$ cat src/hw/rtl/ffra_pkg.sv
// ----------------------------------------------------------------------------
// ffra_pkg
// Shared types and codes of the first-fit rover allocator.
// ----------------------------------------------------------------------------
package ffra_pkg;

    localparam int REQ_W     = 17;
    localparam int OFF_W     = 16;
    localparam int STAT_W    = 2;
    localparam int BYTES_W   = 17;
    localparam int CFG_W     = 17;
    localparam int OP_W      = 5;

    localparam logic [CFG_W-1:0] MIN_FRAG_RST = 17'd64;

    localparam logic REQ_ALLOC   = 1'b0;
    localparam logic REQ_RELEASE = 1'b1;

    localparam logic [STAT_W-1:0] ST_OK     = 2'd0;
    localparam logic [STAT_W-1:0] ST_NOFIT  = 2'd1;
    localparam logic [STAT_W-1:0] ST_FREE   = 2'd2;
    localparam logic [STAT_W-1:0] ST_BADPTR = 2'd3;

    localparam logic [OP_W-1:0] OP_NOP   = 5'd0;
    localparam logic [OP_W-1:0] OP_CLEAR = 5'd1;
    localparam logic [OP_W-1:0] OP_LOAD  = 5'd2;
    localparam logic [OP_W-1:0] OP_DIV   = 5'd3;
    localparam logic [OP_W-1:0] OP_A_RD0 = 5'd4;
    localparam logic [OP_W-1:0] OP_A_ST  = 5'd5;
    localparam logic [OP_W-1:0] OP_A_CHK = 5'd6;
    localparam logic [OP_W-1:0] OP_A_SPL = 5'd7;
    localparam logic [OP_W-1:0] OP_A_LNK = 5'd8;
    localparam logic [OP_W-1:0] OP_A_USE = 5'd9;
    localparam logic [OP_W-1:0] OP_R_ADR = 5'd10;
    localparam logic [OP_W-1:0] OP_R_CHK = 5'd11;
    localparam logic [OP_W-1:0] OP_R_P1  = 5'd12;
    localparam logic [OP_W-1:0] OP_R_P2  = 5'd13;
    localparam logic [OP_W-1:0] OP_R_P3  = 5'd14;
    localparam logic [OP_W-1:0] OP_R_N0  = 5'd15;
    localparam logic [OP_W-1:0] OP_R_N1  = 5'd16;
    localparam logic [OP_W-1:0] OP_R_N2  = 5'd17;
    localparam logic [OP_W-1:0] OP_DONE  = 5'd18;

    typedef struct packed {
        logic [OP_W-1:0] op;
    } t_cmd;

    typedef struct packed {
        logic clr_last;
        logic is_release;
        logic addr_bad;
        logic rd_start;
        logic rd_in_use;
        logic fit;
        logic scan_last;
        logic split;
        logic g_nonzero;
        logic nx_in_pool;
        logic out_busy;
    } t_sts;

endpackage

$ cat src/hw/rtl/ffra_ctrl.sv
// ----------------------------------------------------------------------------
// ffra_ctrl
// Sequencer: steps the datapath through divide, scan, split and merge.
// ----------------------------------------------------------------------------
module ffra_ctrl (
    input  logic           i_clk,
    input  logic           i_rst_n,
    input  logic           i_in_valid,
    output logic           o_in_ready,
    input  ffra_pkg::t_sts i_sts,
    output ffra_pkg::t_cmd o_cmd
);

    localparam logic [4:0] S_CLEAR = 5'd0;
    localparam logic [4:0] S_IDLE  = 5'd1;
    localparam logic [4:0] S_DIV   = 5'd2;
    localparam logic [4:0] S_A_RD0 = 5'd3;
    localparam logic [4:0] S_A_ST  = 5'd4;
    localparam logic [4:0] S_A_CHK = 5'd5;
    localparam logic [4:0] S_A_SPL = 5'd6;
    localparam logic [4:0] S_A_LNK = 5'd7;
    localparam logic [4:0] S_A_USE = 5'd8;
    localparam logic [4:0] S_R_ADR = 5'd9;
    localparam logic [4:0] S_R_CHK = 5'd10;
    localparam logic [4:0] S_R_P1  = 5'd11;
    localparam logic [4:0] S_R_P2  = 5'd12;
    localparam logic [4:0] S_R_P3  = 5'd13;
    localparam logic [4:0] S_R_N0  = 5'd14;
    localparam logic [4:0] S_R_N1  = 5'd15;
    localparam logic [4:0] S_R_N2  = 5'd16;
    localparam logic [4:0] S_DONE  = 5'd17;

    logic [4:0] r_state;
    logic [4:0] n_state;
    logic       take;

    assign o_in_ready = (r_state == S_IDLE);
    assign take       = o_in_ready && i_in_valid;

    always_comb begin
        n_state  = r_state;
        o_cmd.op = ffra_pkg::OP_NOP;
        case (r_state)
            S_CLEAR: begin
                o_cmd.op = ffra_pkg::OP_CLEAR;
                if (i_sts.clr_last) n_state = S_IDLE;
            end
            S_IDLE: begin
                if (take) begin
                    o_cmd.op = ffra_pkg::OP_LOAD;
                    n_state  = S_DIV;
                end
            end
            S_DIV: begin
                o_cmd.op = ffra_pkg::OP_DIV;
                n_state  = i_sts.is_release ? S_R_ADR : S_A_RD0;
            end
            S_A_RD0: begin
                o_cmd.op = ffra_pkg::OP_A_RD0;
                n_state  = S_A_ST;
            end
            S_A_ST: begin
                o_cmd.op = ffra_pkg::OP_A_ST;
                n_state  = S_A_CHK;
            end
            S_A_CHK: begin
                o_cmd.op = ffra_pkg::OP_A_CHK;
                if (i_sts.fit) n_state = S_A_SPL;
                else if (i_sts.scan_last) n_state = S_DONE;
            end
            S_A_SPL: begin
                o_cmd.op = ffra_pkg::OP_A_SPL;
                n_state  = i_sts.split ? S_A_LNK : S_A_USE;
            end
            S_A_LNK: begin
                o_cmd.op = ffra_pkg::OP_A_LNK;
                n_state  = S_A_USE;
            end
            S_A_USE: begin
                o_cmd.op = ffra_pkg::OP_A_USE;
                n_state  = S_DONE;
            end
            S_R_ADR: begin
                o_cmd.op = ffra_pkg::OP_R_ADR;
                n_state  = i_sts.addr_bad ? S_DONE : S_R_CHK;
            end
            S_R_CHK: begin
                o_cmd.op = ffra_pkg::OP_R_CHK;
                if (!i_sts.rd_start || !i_sts.rd_in_use) n_state = S_DONE;
                else n_state = i_sts.g_nonzero ? S_R_P1 : S_R_N0;
            end
            S_R_P1: begin
                o_cmd.op = ffra_pkg::OP_R_P1;
                n_state  = S_R_P2;
            end
            S_R_P2: begin
                o_cmd.op = ffra_pkg::OP_R_P2;
                n_state  = i_sts.rd_in_use ? S_R_N0 : S_R_P3;
            end
            S_R_P3: begin
                o_cmd.op = ffra_pkg::OP_R_P3;
                n_state  = S_R_N0;
            end
            S_R_N0: begin
                o_cmd.op = ffra_pkg::OP_R_N0;
                n_state  = i_sts.nx_in_pool ? S_R_N1 : S_DONE;
            end
            S_R_N1: begin
                o_cmd.op = ffra_pkg::OP_R_N1;
                n_state  = i_sts.rd_in_use ? S_DONE : S_R_N2;
            end
            S_R_N2: begin
                o_cmd.op = ffra_pkg::OP_R_N2;
                n_state  = S_DONE;
            end
            S_DONE: begin
                o_cmd.op = ffra_pkg::OP_DONE;
                if (!i_sts.out_busy) n_state = S_IDLE;
            end
            default: begin
                n_state = S_IDLE;
            end
        endcase
    end

    always_ff @(posedge i_clk) begin
        if (!i_rst_n) begin
            r_state <= S_CLEAR;
        end else begin
            r_state <= n_state;
        end
    end

endmodule

$ cat config.mk
export PLATFORM = sky130hd
export DESIGN_NAME = ffra_ctrl
export DESIGN_NICKNAME = d
export VERILOG_FILES = /design/src/hw/rtl/ffra_pkg.sv /design/src/hw/rtl/ffra_ctrl.sv
export SDC_FILE = /design/constraint.sdc
export NUM_CORES = 1
export LEC_CHECK = 0
export BUFFER_PORTS_ARGS = -buffer_cell sky130_fd_sc_hd__buf_2
export CAP_MARGIN = 20
export CORE_AREA = 5 5 42 44
export CTS_CLUSTER_DIAMETER = 60
export CTS_CLUSTER_SIZE = 40
export DETAILED_ROUTE_END_ITERATION = 10
export DIE_AREA = 0 0 47 49
export MAX_ROUTING_LAYER = met4
export PLACE_DENSITY_LB_ADDON = 0.12
export SKIP_CTS_REPAIR_TIMING = 1
export SLEW_MARGIN = 15
export SYNTH_ARGS = -nofsm -noshare
export SYNTH_HDL_FRONTEND = slang
export SYNTH_SLANG_ARGS = --single-unit
$ cat constraint.sdc
create_clock -name i_clk -period 3.9 [get_ports i_clk]
set_input_delay 0 -clock i_clk [delete_from_list [all_inputs] [get_ports i_clk]]
set_output_delay 0 -clock i_clk [all_outputs]
set_load 0.01 [all_outputs]
Word level (Yosys, flattened, before mapping)
Cells that the tools add are included.
{ "word_totals": {"wordCells": 45, "latchBits": 0, "romBits": 0, "register_bits": 5, "n_memories": 0, "output_inout_bits": 6, "ramBits": 0, "in_bits": 14} }
{ "classes": {"eq_ne": 21, "div_mod_pow": 0, "add_sub_neg": 0, "n_mul": 0, "shifts": 0, "n_bitwise": 0, "n_reduce_logical": 7, "muxes": 16, "magnitude_cmp": 0} }
{ "ops": {"columns": ["op", "n"], "rows": [
  ["case mux 5 bit (18 select lines)", 1],
  ["case mux 5 bit (17 select lines)", 1],
  ["equality test 5 x 4 -> 1 bit (second input constant)", 8],
  ["2-to-1 mux 5 bit", 8],
  ["equality test 5 x 3 -> 1 bit (second input constant)", 4],
  ["equality test 5 x 2 -> 1 bit (second input constant)", 2],
  ["equality test 5 bit (second input constant)", 2],
  ["2-to-1 mux 4 bit", 2],
  ["equality test 5 x 1 -> 1 bit (second input constant)", 1],
  ["zero test 5 bit", 1],
  ["2-to-1 mux 2 bit", 2],
  ["!= test 2 bit (second input constant)", 2],
  ["AND reduction 4 bit", 1],
  ["2-to-1 mux 3 bit", 1],
  ["!= test 3 bit (second input constant)", 1],
  ["zero test 1 bit", 2],
  ["!= test 2 x 1 -> 1 bit (second input constant)", 1],
  ["OR reduction 2 bit", 1],
  ["logical AND 1 bit", 1],
  ["logical OR 1 bit", 1],
  ["2-to-1 mux 1 bit", 1]
]} }

Longest topological paths before layout
{ "depth": {"word_depth": 4, "depth_mapped": 7, "mapped_depth_nobuf": 5} }

Worst setup path before layout
No wires, ideal clock.
{ "synth_timing": {"path_kind": "register to register", "startpoint": "register r_state[4]", "endpoint": "register r_state[0]", "slack_ns": 2.320, "period_less_slack_ns": 1.580, "stages_incl_launch_ff": 7, "setup_ns": 0.125, "required_time_ns": 3.775, "n_path_buf": 1, "arrival_ns": 1.455, "cell_sequence": "dfxtp_1 > buf_6 > or4b_4 > o22ai_2 > o2111ai_2 > a211oi_1 > a31oi_1"} }
{ "synth_via": {"elab_chain_cells": 4, "word_cells_on_any_way": 26, "classes_between": "eq/ne: 21; mux: 1; reduce/logical: 4"} }
{ "synth_lines": {"columns": ["element", "line_no", "rtl"], "rows": [
  ["start, declared", "ffra_ctrl.sv:33", "logic [4:0] r_state;"],
  ["start signal, assigned", "ffra_ctrl.sv:130", "r_state <= n_state;"],
  ["parallel branches: the longest is 4 deep, another holds case mux 5 bit (17 select lines)", null, null]
]} }
Parallel ways; which one is timed is not known.
A chain may end at the register's enable or synchronous reset.

Worst setup path in the final report
{ "layout_timing": {"startpoint": "register r_state[0]", "endpoint": "register r_state[0]"} }
Same word-level chain as after synthesis.

==> results.cfg <==
[layout]
regMostFlops = r_state
multi_input_area_um2 = 509
nNetsFinal = 126
nFillCells = 146
area.sequential_um2 = 100
largest_reg_flops = 5
drive_gt1_share_pct = 23.4
num_antenna_cells = 0
mostFrequentLayoutCell = buf_2
final_cell_mix = 19 x buf_2, 11 x nand2_1, 8 x nand2b_1
final_util_pct = 54.9
largestRegisters = r_state (5)
syn_to_final_growth_pct = 13.3

[clocking]
cts_tree = done
clkTransAtPathRegs_ps = 40
cts_root_buffer = clkbuf_4
numClockSinks = 5
numCtsBuffers = 3
insertion_delay_ps = 230
clock_path_buffers = 2
htreeDepth = 1

[setup_path]
critPathRequiredTime_ps = 4050
cp_max_fo = 22
cp.arrival_ps = 2390
reg2reg_setup_slack_ps = 1660
r2r-end = r_state[0]$_SDFFE_PN0P_
rr_worst_depth = 5
crit_type = reg2reg
r2r-start = r_state[0]$_SDFFE_PN0P_
worstSetupEndpointType = register
startpoint_type = register

[drt]
wl_per_cell_um = 14.7
drc = 0
vias = 764
vias_per_cell = 6.02
first_pass_iters = 4
drt_wl_total_um = 1870
antenna_left = 0
drt_iter0_markers = 27

[timing]
finalSetupTns_ps = 0
slew_headroom_pct = 55.5
rsz0062_at_grt = false
max_freq_ghz = 0.446
finalCritPeriodShare_pct = 57.5
skew_ps = 1.80
final_hold_viol_count = 0
tightest_slew_ps = 667
setup_violations = 0
fin_crit_ps = 2240
maxSlewViolCount = 0

[placed_design]
io_buffers = 19
routabilityCongestion = 0.883
place_hpwl_um = 1390

[global_routing]
grt_overflow = 0
grt_max_degree = 23
grt_antenna_before_repair = 0
grt_usage_pct = 18.9
grt_pass1_wl_um = 3350
grt_pass1_vias = 707

[power_and_ir_drop]
powerDensity_nw_per_um2 = 200
irDropWorstVdd_uv = 122
p_leak_nw = 0.283

[logic_synthesis]
syn_nets = 111
synth_cell_types = 40
syn_area_per_cell_um2 = 7.00
netlist_instances = 97
synth_warnings = 0
synth-seq-cells = 5
seq_area_frac_synth_pct = 14.7
synthesis.area_um2 = 679

[die]
die_y_um = 49
core_area_um2 = 1400
io_pins = 20
std_cell_rows = 14
die-area_um2 = 2300
start_util_pct = 48.5
die_width_um = 47

[hold_path]
whs_endpoint = r_state[3]$_SDFFE_PN0P_
hold_start = i_rst_n
min_path_cells = 2
min_path_type = in2reg

[outcome]
status = complete, no violations

[flow_run]
drv_cap = 0
-- routing by layer --
metal  global-route usage (%)  share of wire [%]  up-vias  routed length (um)
li1                         -                  -      390                   -
met1                     28.1                 44      355                 826
met2                     26.7                 51       19                 956
met3                     2.21                4.8        0                  89
met4                     4.61                  0        0                   0
met5                        -                  0        -                   0
-- synthesized netlist by cell type, drive strengths merged --
cell | instances | share of area (%)
xor2 | 1 | 1.3
a2111oi | 2 | 2.6
or4b | 1 | 2.0
nor2 | 3 | 1.7
nor3 | 2 | 1.5
buf | 5 | 5.3
a21oi | 6 | 4.4
o2bb2a | 1 | 1.5
o32a | 1 | 1.5
or4 | 2 | 2.2
nand2b | 8 | 7.4
inv | 5 | 2.8
nor4 | 3 | 2.8
nand3b | 1 | 1.1
o22ai | 3 | 3.7
nor2b | 4 | 3.7
nor3b | 1 | 1.1
or3 | 2 | 1.8
o31ai | 1 | 1.1
clkbuf | 4 | 2.2
nand3 | 3 | 2.2
a31o | 2 | 2.6
xnor2 | 1 | 1.3
or2 | 1 | 0.92
o21a | 1 | 1.1
o31a | 2 | 2.6
dfxtp | 5 | 15
o2111ai | 1 | 2.2
o32ai | 1 | 1.3
a211oi | 5 | 5.5
o21ai | 4 | 2.9
a21boi | 1 | 1.1
nand2 | 11 | 6.1
a31oi | 1 | 0.92
mux2 | 1 | 1.7
a2bb2oi | 1 | 1.3
-- power by group --
| group | internal, mW | total, mW | leakage [nW] | switching (mW) |
|---|---|---|---|---|
| sequential | 0.0528 | 0.0600 | 0.0406 | 0.00728 |
| combinational | 0.0186 | 0.0368 | 0.227 | 0.0183 |
| clock | 0.0385 | 0.0570 | 0.0150 | 0.0185 |
-- metrics by stage --
stage	setup slack, ps	area [um2]	cells	hold slack [ps]	power [mW]
3_5_place_dp	1690	743	123	282	0.0974
3_3_place_gp	1850	743	123	275	0.0968
2_1_floorplan	2320	679	97	116	0.0820
4_1_cts	1670	769	127	32.0	0.157
5_1_grt	1450	769	127	43.9	0.166
6_report	1660	769	127	40.7	0.154
-- worst max-delay path by stage --
stage | startpoint | to | slack, ps | cells after the start
6_report | r_state[0]$_SDFFE_PN0P_ | r_state[0]$_SDFFE_PN0P_ | 1660 | 5
5_1_grt | r_state[0]$_SDFFE_PN0P_ | r_state[0]$_SDFFE_PN0P_ | 1450 | 5
4_1_cts | r_state[0]$_SDFFE_PN0P_ | r_state[0]$_SDFFE_PN0P_ | 1670 | 5
3_5_place_dp | r_state[0]$_SDFFE_PN0P_ | r_state[0]$_SDFFE_PN0P_ | 1690 | 5
3_3_place_gp | r_state[0]$_SDFFE_PN0P_ | r_state[0]$_SDFFE_PN0P_ | 1850 | 5
2_1_floorplan | r_state[4]$_SDFFE_PN0P_ | r_state[0]$_SDFFE_PN0P_ | 2320 | 6
-- area by class of cell --
type | instances | share of cell area, %
clock buffers | 4 | 3.41
inverters | 5 | 2.44
multi-input cells | 78 | 66.2
flip-flops and latches | 5 | 13.0
well taps | 16 | 2.60
repair buffers | 19 | 12.4
-- logic make-up after synthesis --
logic type                synth area share (%)
buffers and inverters                     10.3
AOI/OAI and AO/OA                         36.3
DFF                                       14.7
muxes                                     1.66
and+or+nand+nor                           34.4
xor gates and xnor gates                  2.58
-- worst max-delay path, stage by stage (launching register included) --
cell	delay [ps]
dfxtp_1	730
nand2b_1	310
or4_1	580
o2111ai_2	250
a211oi_1	80
a31oi_1	200
Power figures use the tool's default switching activity.
